### src/sv/egcd_pkg.sv
package egcd_pkg;

	// fixed field widths of the stream beats
	localparam int COEF_W     = 64;
	localparam int DIV_W      = 63;
	localparam int IN_DATA_W  = 128;
	localparam int OUT_DATA_W = 192;

	// status of the euclid sequencer as seen by the wrapper
	typedef struct packed {
		logic busy;  // an item is in the core, including a finished one not yet taken
		logic done;  // result is held and waits for ack
	} egcd_stat_t;

endpackage

### src/sv/egcd_core.sv
module egcd_core import egcd_pkg::*; #(
	parameter int WIDTH = 64
) (
	input  logic              clk,
	input  logic              arst_n,
	input  logic              start,
	input  logic [WIDTH-1:0]  op_big,
	input  logic [WIDTH-1:0]  op_sml,
	input  logic              ack,
	output egcd_stat_t        stat,
	output logic [WIDTH-1:0]  gcd,
	output logic [COEF_W-1:0] coef_u,
	output logic [COEF_W-1:0] coef_v
);

	localparam int CNT_W = $clog2(WIDTH);

	localparam logic [2:0] ST_IDLE = 3'd0;
	localparam logic [2:0] ST_UP   = 3'd1;
	localparam logic [2:0] ST_DOWN = 3'd2;
	localparam logic [2:0] ST_UPD  = 3'd3;
	localparam logic [2:0] ST_DONE = 3'd4;

	logic [2:0]        state_q;
	logic [CNT_W-1:0]  j_q;
	logic [WIDTH-1:0]  r0_q, r1_q, rem_q, dv_q;
	logic [COEF_W-1:0] s0_q, s1_q, t0_q, t1_q, acc_s_q, acc_t_q;

	logic [WIDTH-1:0]  cmp_op;
	logic [WIDTH:0]    diff;
	logic              ge;

	// shared compare/subtract: against 2*divisor while scaling up, divisor while stepping down
	assign cmp_op = (state_q == ST_UP) ? {dv_q[WIDTH-2:0], 1'b0} : dv_q;
	assign diff   = {1'b0, rem_q} - {1'b0, cmp_op};
	assign ge     = ~diff[WIDTH];

	// sequencer
	always_ff @(posedge clk or negedge arst_n) begin
		if (!arst_n) begin
			state_q <= ST_IDLE;
			j_q     <= '0;
		end else begin
			case (state_q)
				ST_IDLE: begin
					if (start) begin
						j_q     <= '0;
						state_q <= (op_sml == '0) ? ST_DONE : ST_UP;
					end
				end
				ST_UP: begin
					if (!dv_q[WIDTH-1] && ge) begin
						j_q <= j_q + CNT_W'(1);
					end else begin
						state_q <= ST_DOWN;
					end
				end
				ST_DOWN: begin
					if (j_q == '0) begin
						state_q <= ST_UPD;
					end else begin
						j_q <= j_q - CNT_W'(1);
					end
				end
				ST_UPD: begin
					j_q     <= '0;
					state_q <= (rem_q == '0) ? ST_DONE : ST_UP;
				end
				ST_DONE: begin
					if (ack) begin
						state_q <= ST_IDLE;
					end
				end
				default: begin
					state_q <= ST_IDLE;
				end
			endcase
		end
	end

	// datapath
	always_ff @(posedge clk) begin
		case (state_q)
			ST_IDLE: begin
				if (start) begin
					r0_q    <= op_big;
					r1_q    <= op_sml;
					rem_q   <= op_big;
					dv_q    <= op_sml;
					s0_q    <= COEF_W'(1);
					s1_q    <= '0;
					t0_q    <= '0;
					t1_q    <= COEF_W'(1);
					acc_s_q <= '0;
					acc_t_q <= '0;
				end
			end
			ST_UP: begin
				if (!dv_q[WIDTH-1] && ge) begin
					dv_q <= {dv_q[WIDTH-2:0], 1'b0};
				end
			end
			ST_DOWN: begin
				// quotient bit msb first; q*s1 and q*t1 built horner style
				if (ge) begin
					rem_q <= diff[WIDTH-1:0];
				end
				acc_s_q <= {acc_s_q[COEF_W-2:0], 1'b0} + (ge ? s1_q : '0);
				acc_t_q <= {acc_t_q[COEF_W-2:0], 1'b0} + (ge ? t1_q : '0);
				dv_q    <= {1'b0, dv_q[WIDTH-1:1]};
			end
			ST_UPD: begin
				r0_q    <= r1_q;
				r1_q    <= rem_q;
				rem_q   <= r1_q;
				dv_q    <= rem_q;
				s0_q    <= s1_q;
				s1_q    <= s0_q - acc_s_q;
				t0_q    <= t1_q;
				t1_q    <= t0_q - acc_t_q;
				acc_s_q <= '0;
				acc_t_q <= '0;
			end
			default: begin
			end
		endcase
	end

	assign stat.busy = (state_q != ST_IDLE);
	assign stat.done = (state_q == ST_DONE);
	assign gcd       = r0_q;
	assign coef_u    = s0_q;
	assign coef_v    = t0_q;

	// a finished result always has a zero remainder behind it
	a_done_rem_zero: assert property (@(posedge clk) disable iff (!arst_n)
		stat.done |-> r1_q == '0)
		else $error("result raised with nonzero remainder");

	// the last down step sees the unscaled divisor again
	a_down_realigned: assert property (@(posedge clk) disable iff (!arst_n)
		(state_q == ST_DOWN && j_q == '0) |-> dv_q == r1_q)
		else $error("divisor not realigned at last quotient bit");

	// remainder of a step stays below the divisor
	a_rem_below: assert property (@(posedge clk) disable iff (!arst_n)
		(state_q == ST_UPD) |-> rem_q < r1_q)
		else $error("remainder not reduced below divisor");

	// a new item only starts on an idle core
	a_start_idle: assert property (@(posedge clk) disable iff (!arst_n)
		start |-> state_q == ST_IDLE)
		else $error("start while core busy");

endmodule

### src/sv/extended_gcd_unit.sv
// extended euclid unit: gcd and bezout coefficients of two signed operands
//
// input channel s_axis: one beat carries operand_a and operand_b; the low WIDTH
// bits of each are used, sign-extended from bit WIDTH-1
// output channel m_axis: one beat per input beat with coeff_x, coeff_y and
// divisor_d, where operand_a*coeff_x + operand_b*coeff_y = divisor_d
// both operands zero give d=0, x=1, y=0; a gcd of 2^63 saturates d to 2^63-1
//
// timing: one item is in the core at a time and s_axis_tready is low meanwhile.
// each euclid step scales the divisor up k times, k being the bit length of its quotient
// minus one, then shifts it back down and takes a quotient bit at each position by
// shift-subtract on the one shared subtractor; fibonacci-like operands give the most
// euclid steps
//
// reset clears the sequencer and the output valid; no state is kept between items.
// a finished result sits in the output register; when the receiver stalls the
// next item may already be accepted and computed, and it waits in the core
// until the output register frees up
module extended_gcd_unit import egcd_pkg::*; #(
	parameter int WIDTH = 64
) (
	input  logic                  clk,
	input  logic                  arst_n,
	input  logic                  s_axis_tvalid,
	output logic                  s_axis_tready,
	input  logic [IN_DATA_W-1:0]  s_axis_tdata,   // operand_a [63:0], operand_b [127:64]
	output logic                  m_axis_tvalid,
	input  logic                  m_axis_tready,
	output logic [OUT_DATA_W-1:0] m_axis_tdata    // coeff_x [63:0], coeff_y [127:64],
	                                              // divisor_d [190:128], zero [191]
);

	egcd_stat_t        core_stat;
	logic              start;
	logic              load;
	logic [WIDTH-1:0]  va, vb, ma, mb;
	logic              neg_a, neg_b, swap;
	logic [WIDTH-1:0]  gcd;
	logic [COEF_W-1:0] coef_u, coef_v;
	logic [COEF_W-1:0] x_raw, y_raw, x_fin, y_fin, d_ext;
	logic [DIV_W-1:0]  d_fin;

	// sign flags and exchange of the item in the core
	logic              neg_a_q, neg_b_q, swap_q;
	logic              m_valid_q;
	logic [OUT_DATA_W-1:0] m_data_q;

	assign s_axis_tready = ~core_stat.busy;
	assign start         = s_axis_tvalid & s_axis_tready;

	// magnitudes; the most negative value maps to 2^(WIDTH-1), still exact unsigned
	assign va    = s_axis_tdata[WIDTH-1:0];
	assign vb    = s_axis_tdata[COEF_W+WIDTH-1:COEF_W];
	assign neg_a = va[WIDTH-1];
	assign neg_b = vb[WIDTH-1];
	assign ma    = neg_a ? ('0 - va) : va;
	assign mb    = neg_b ? ('0 - vb) : vb;
	assign swap  = (ma < mb);

	always_ff @(posedge clk) begin
		if (start) begin
			neg_a_q <= neg_a;
			neg_b_q <= neg_b;
			swap_q  <= swap;
		end
	end

	egcd_core #(.WIDTH(WIDTH)) u_core (
		.clk    (clk),
		.arst_n (arst_n),
		.start  (start),
		.op_big (swap ? mb : ma),
		.op_sml (swap ? ma : mb),
		.ack    (load),
		.stat   (core_stat),
		.gcd    (gcd),
		.coef_u (coef_u),
		.coef_v (coef_v)
	);

	// undo the exchange and the sign folding
	assign x_raw = swap_q ? coef_v : coef_u;
	assign y_raw = swap_q ? coef_u : coef_v;
	assign x_fin = neg_a_q ? ('0 - x_raw) : x_raw;
	assign y_fin = neg_b_q ? ('0 - y_raw) : y_raw;
	assign d_ext = COEF_W'(gcd);
	assign d_fin = d_ext[COEF_W-1] ? '1 : d_ext[DIV_W-1:0];

	// output register: takes the core result whenever it is empty or draining
	assign load = core_stat.done & (~m_valid_q | m_axis_tready);

	always_ff @(posedge clk or negedge arst_n) begin
		if (!arst_n) begin
			m_valid_q <= 1'b0;
		end else if (load) begin
			m_valid_q <= 1'b1;
		end else if (m_axis_tready) begin
			m_valid_q <= 1'b0;
		end
	end

	always_ff @(posedge clk) begin
		if (load) begin
			m_data_q <= {1'b0, d_fin, y_fin, x_fin};
		end
	end

	assign m_axis_tvalid = m_valid_q;
	assign m_axis_tdata  = m_data_q;

endmodule

### config.mk
export PLATFORM = sky130hd
export DESIGN_NAME = extended_gcd_unit
export DESIGN_NICKNAME = d
export VERILOG_FILES = /design/src/sv/egcd_pkg.sv /design/src/sv/egcd_core.sv /design/src/sv/extended_gcd_unit.sv
export SDC_FILE = /design/constraint.sdc
export NUM_CORES = 2
export LEC_CHECK = 0
export BUFFER_PORTS_ARGS = -buffer_cell sky130_fd_sc_hd__buf_2
export CAP_MARGIN = 20
export CORE_MARGIN = 2
export CORE_UTILIZATION = 64
export CTS_CLUSTER_SIZE = 12
export DETAILED_ROUTE_END_ITERATION = 10
export PLACE_DENSITY = 0.83
export SYNTH_ARGS = -nofsm -noshare
export SYNTH_HDL_FRONTEND = slang
export SYNTH_HIERARCHICAL = 1
export SYNTH_SLANG_ARGS = --single-unit
### constraint.sdc
create_clock -name clk -period 17.9 [get_ports clk]
set_input_delay 1.79 -clock clk [delete_from_list [all_inputs] [get_ports clk]]
set_output_delay 1.79 -clock clk [all_outputs]
set_load 0.02 [all_outputs]
==> impl_metrics.py <==
metrics = {
    "yosys": {
        "ys_types": 119,
        "synthSimpleGateAreaFrac": 0.187,
        "syn-num-nets": 7461,
        "synth_area_um2": 63700,
        "synth_warnings": 6,
        "syn_inst": 6938,
        "synth_xor_area_frac": 0.0725,
        "async_flop_share": 0.0118,
        "seq_area_frac_synth": 0.397,
        "synth.avg_cell_area_um2": 9.19,
        "yosysTopAreaCellShare": 0.393,
        "synth_edf_count": 834,
        "ys_top_cells_by_count": "834 x edfxtp_1, 782 x nand2_1, 595 x nor2_1, 581 x a21oi_1, 385 x ha_1",
        "synth_top_family_by_area": "simple AND/OR/NAND/NOR gates",
        "synth_compound_area_frac": 0.166,
        "ys_seq_elements": 844,
        "synthFlopType": "edfxtp_1",
        "synthAdderAreaFrac": 0.0775,
        "synth.most_common_cell": "edfxtp_1",
        "synth.area.top_cells": "edfxtp_1 39%, ha_1 7.6%, mux2i_1 5.4%, nand2_1 4.6%, a21oi_1 4.6%",
        "muxShareOfSynthArea": 0.0595,
        "synth_top_area_cell": "edfxtp_1",
    },
    "critical_path": {
        "cp-end-kind": "register",
        "rrSetupSlack_ns": 7.51,
        "critPathArrivalTime_ns": 10.79,
        "start_kind": "register",
        "worstPathRequired_ns": 18.30,
        "cpPeakStageDelay_ns": 0.86,
        "crit-reg2reg-launch": "u_core/state_q[0]$_DFFE_PN0P_",
        "cp_slowest_cell": "dfrtp_1",
        "cp-startpoint": "u_core/state_q[0]$_DFFE_PN0P_",
        "path_max_fanout": 133,
        "critPathMostFrequentCell": "a21oi_1",
        "reg2reg_to": "u_core/acc_s_q[63]$_SDFFCE_PN0P_",
        "r2r_cells": 28,
        "crit_type": "reg -> reg",
        "crit_path_end": "u_core/acc_s_q[63]$_SDFFCE_PN0P_",
    },
    "detailed_routing": {
        "wl_met1_mm": 76.5,
        "wl_met2_mm": 85.2,
        "via_per_inst": 6.55,
        "wl_mm": 188,
        "drc": 0,
        "dr.max_layer_used": "met5",
        "vias": 55000,
        "drt_first_pass_iters": 8,
        "dr_wl_met3_mm": 16.9,
        "antenna_left": 0,
        "wl_per_cell_um": 22.4,
        "drt_iter0_markers": 6991,
    },
    "placement": {
        "place_congestion": 1.01,
        "hpwlAfterDp_mm": 139,
        "port_buffers": 324,
    },
    "floorplanning": {
        "core_um2": 98600,
        "fp.dieH_um": 320,
        "dieArea_um2": 102000,
        "rows": 115,
        "io_pins": 326,
        "chipWidth_um": 320,
        "initial_core_util": 0.647,
    },
    "finish": {
        "fillers": 7534,
        "nets": 7574,
        "area_delta_synth_final_pct": 8.26,
        "drive_gt1_frac": 0.0984,
    },
    "cts": {
        "ctsHtreeMaxLevel": 3,
        "cts_tree": "done",
        "clk_pin_slew_ns": 0.06,
        "ctsLongestPathBuffers": 3,
        "cts_sinks": 844,
        "ctsHoldBuffers": 0,
        "ctsResizeCount": 0,
        "clockRootBuffer": "clkbuf_16",
        "cts_inserted_buffers": 95,
        "clk_latency_ns": 0.69,
        "postCtsSetupRepairBufs": 0,
    },
    "timing": {
        "worst_pin_slew_ns": 1.10,
        "grt_setup_unrepaired": "no",
        "relSlewSlack": 0.267,
        "setup_tns_ns": 0,
        "period_share": 0.580,
        "layout_min_cycle_time_ns": 10.39,
        "setup_viol": 0,
        "slew_violations": 0,
        "hold_viol": 0,
        "fin_skew_ns": 0.0269,
        "fmax_mhz": 96.3,
    },
    "hold_path": {
        "min_path_type": "reg -> reg",
    },
    "global_routing": {
        "grt_pass1_wl_mm": 290,
        "grt_max_degree": 176,
        "antenna_found_initial": 2,
        "grt_pass1_vias": 52100,
        "grt_overflow": 0,
        "grt_usage": 0.358,
    },
    "run": {
        "cap_violations": 0,
    },
    "run_status": {
        "status": "finished clean",
    },
}
==> layout by cell type (no fill, tap or decap), types with 20 or more instances in the layout <==
master and count:
a21oi_1 580, nand4_1 89, nand2b_1 53, nand2_1 782
inv_1 307, clkbuf_1 20, or3_1 47, clkbuf_16 99
nor3_1 169, buf_4 38, or4_1 34, buf_2 324
or2_2 92, xnor2_1 204, nor3b_1 43, clkinv_1 22
nand3_1 70, nor2b_1 164, nor2_1 592, o21ai_0 373
o211ai_1 32, mux2_2 29, o21bai_1 65, o31ai_1 81
edfxtp_1 834, nor4_1 63, o41ai_1 38, xor2_1 322
o21a_1 40, a21o_1 205, and2_1 158, a211oi_1 36
a31oi_1 50, ha_1 385, mux2i_1 344, and3_1 32
==> worst min path at each step <==
stage	end	start	depth (start not counted)
2_1_floorplan	m_axis_tdata[128]$_SDFFCE_PP1P_	u_core/gcd[0]$_DFFE_PP_	1
5_1_grt	m_axis_tdata[133]$_SDFFCE_PP1P_	u_core/gcd[5]$_DFFE_PP_	1
4_1_cts	m_axis_tdata[133]$_SDFFCE_PP1P_	u_core/gcd[5]$_DFFE_PP_	1
3_3_place_gp	m_axis_tdata[189]$_SDFFCE_PP1P_	u_core/gcd[61]$_DFFE_PP_	1
3_5_place_dp	m_axis_tdata[133]$_SDFFCE_PP1P_	u_core/gcd[5]$_DFFE_PP_	1
6_report	m_axis_tdata[133]$_SDFFCE_PP1P_	u_core/gcd[5]$_DFFE_PP_	1
==> layout make-up <==
cell class	instances	area, um2	area share
Antenna cell	1	2.50	0.0000363
Clock buffer	119	2550	0.0370
Clock inverter	48	474	0.00687
Inverter	312	1180	0.0172
Multi-Input combinational cell	5433	35900	0.520
Sequential cell	844	25300	0.367
Tap cell	1287	1610	0.0233
Timing Repair Buffer	365	1970	0.0285
==> critical path: cells and delay by family, from the launching register on <==
family,cells,cell delay [ns]
compound gates,15,4.24
simple gates,7,2.32
buf+inv,2,1.31
flops,1,0.86
fa+ha+maj,2,0.74
mux,1,0.28
xor+xnor,1,0.19
==> metrics by stage <==
stage	util	area [um2]	hold slack, ns	cells	setup slack (ns)
final	0.700	69000	0.491	8409	7.51
after global routing	0.700	69000	0.501	8409	7.02
after CTS	0.700	69000	0.493	8408	7.75
after detailed placement	0.669	66000	0.483	8241	7.81
after global placement	0.669	66000	0.484	8241	7.88
after floorplan	-	63700	0.479	6938	7.51
==> state kept, by name, summed over array words and instances, names as in the netlist <==
signal,flops
u_core/dv_q,64
u_core/r1_q,64
u_core/state_q,3
u_core/acc_s_q,64
neg_b_q,1
m_axis_tvalid,1
m_axis_tdata,191
u_core/coef_u,64
swap_q,1
u_core/coef_v,64
u_core/t1_q,64
u_core/acc_t_q,64
u_core/gcd,64
u_core/rem_q,64
u_core/j_q,6
u_core/s1_q,64
neg_a_q,1
==> routing by layer <==
metal | global-route usage | vias to the layer above
met5 | 0 | -
met4 | 0.178 | 2
met3 | 0.0511 | 507
met2 | 0.568 | 3047
met1 | 0.482 | 26200
li1 | - | 25300
==> logic make-up (layout without fill, tap and decap cells) <==
kind of cell	Yosys count	in the layout
buf+inv	661	844
fa+ha+maj	391	391
other cells	1	2
compound gates	1682	1682
xor+xnor	527	527
simple gates	2458	2458
mux	374	374
flops	844	844
Power is left out: the tool's default activity adds up to more than one toggle a clock period on the data nets, which glitch-free logic cannot reach.
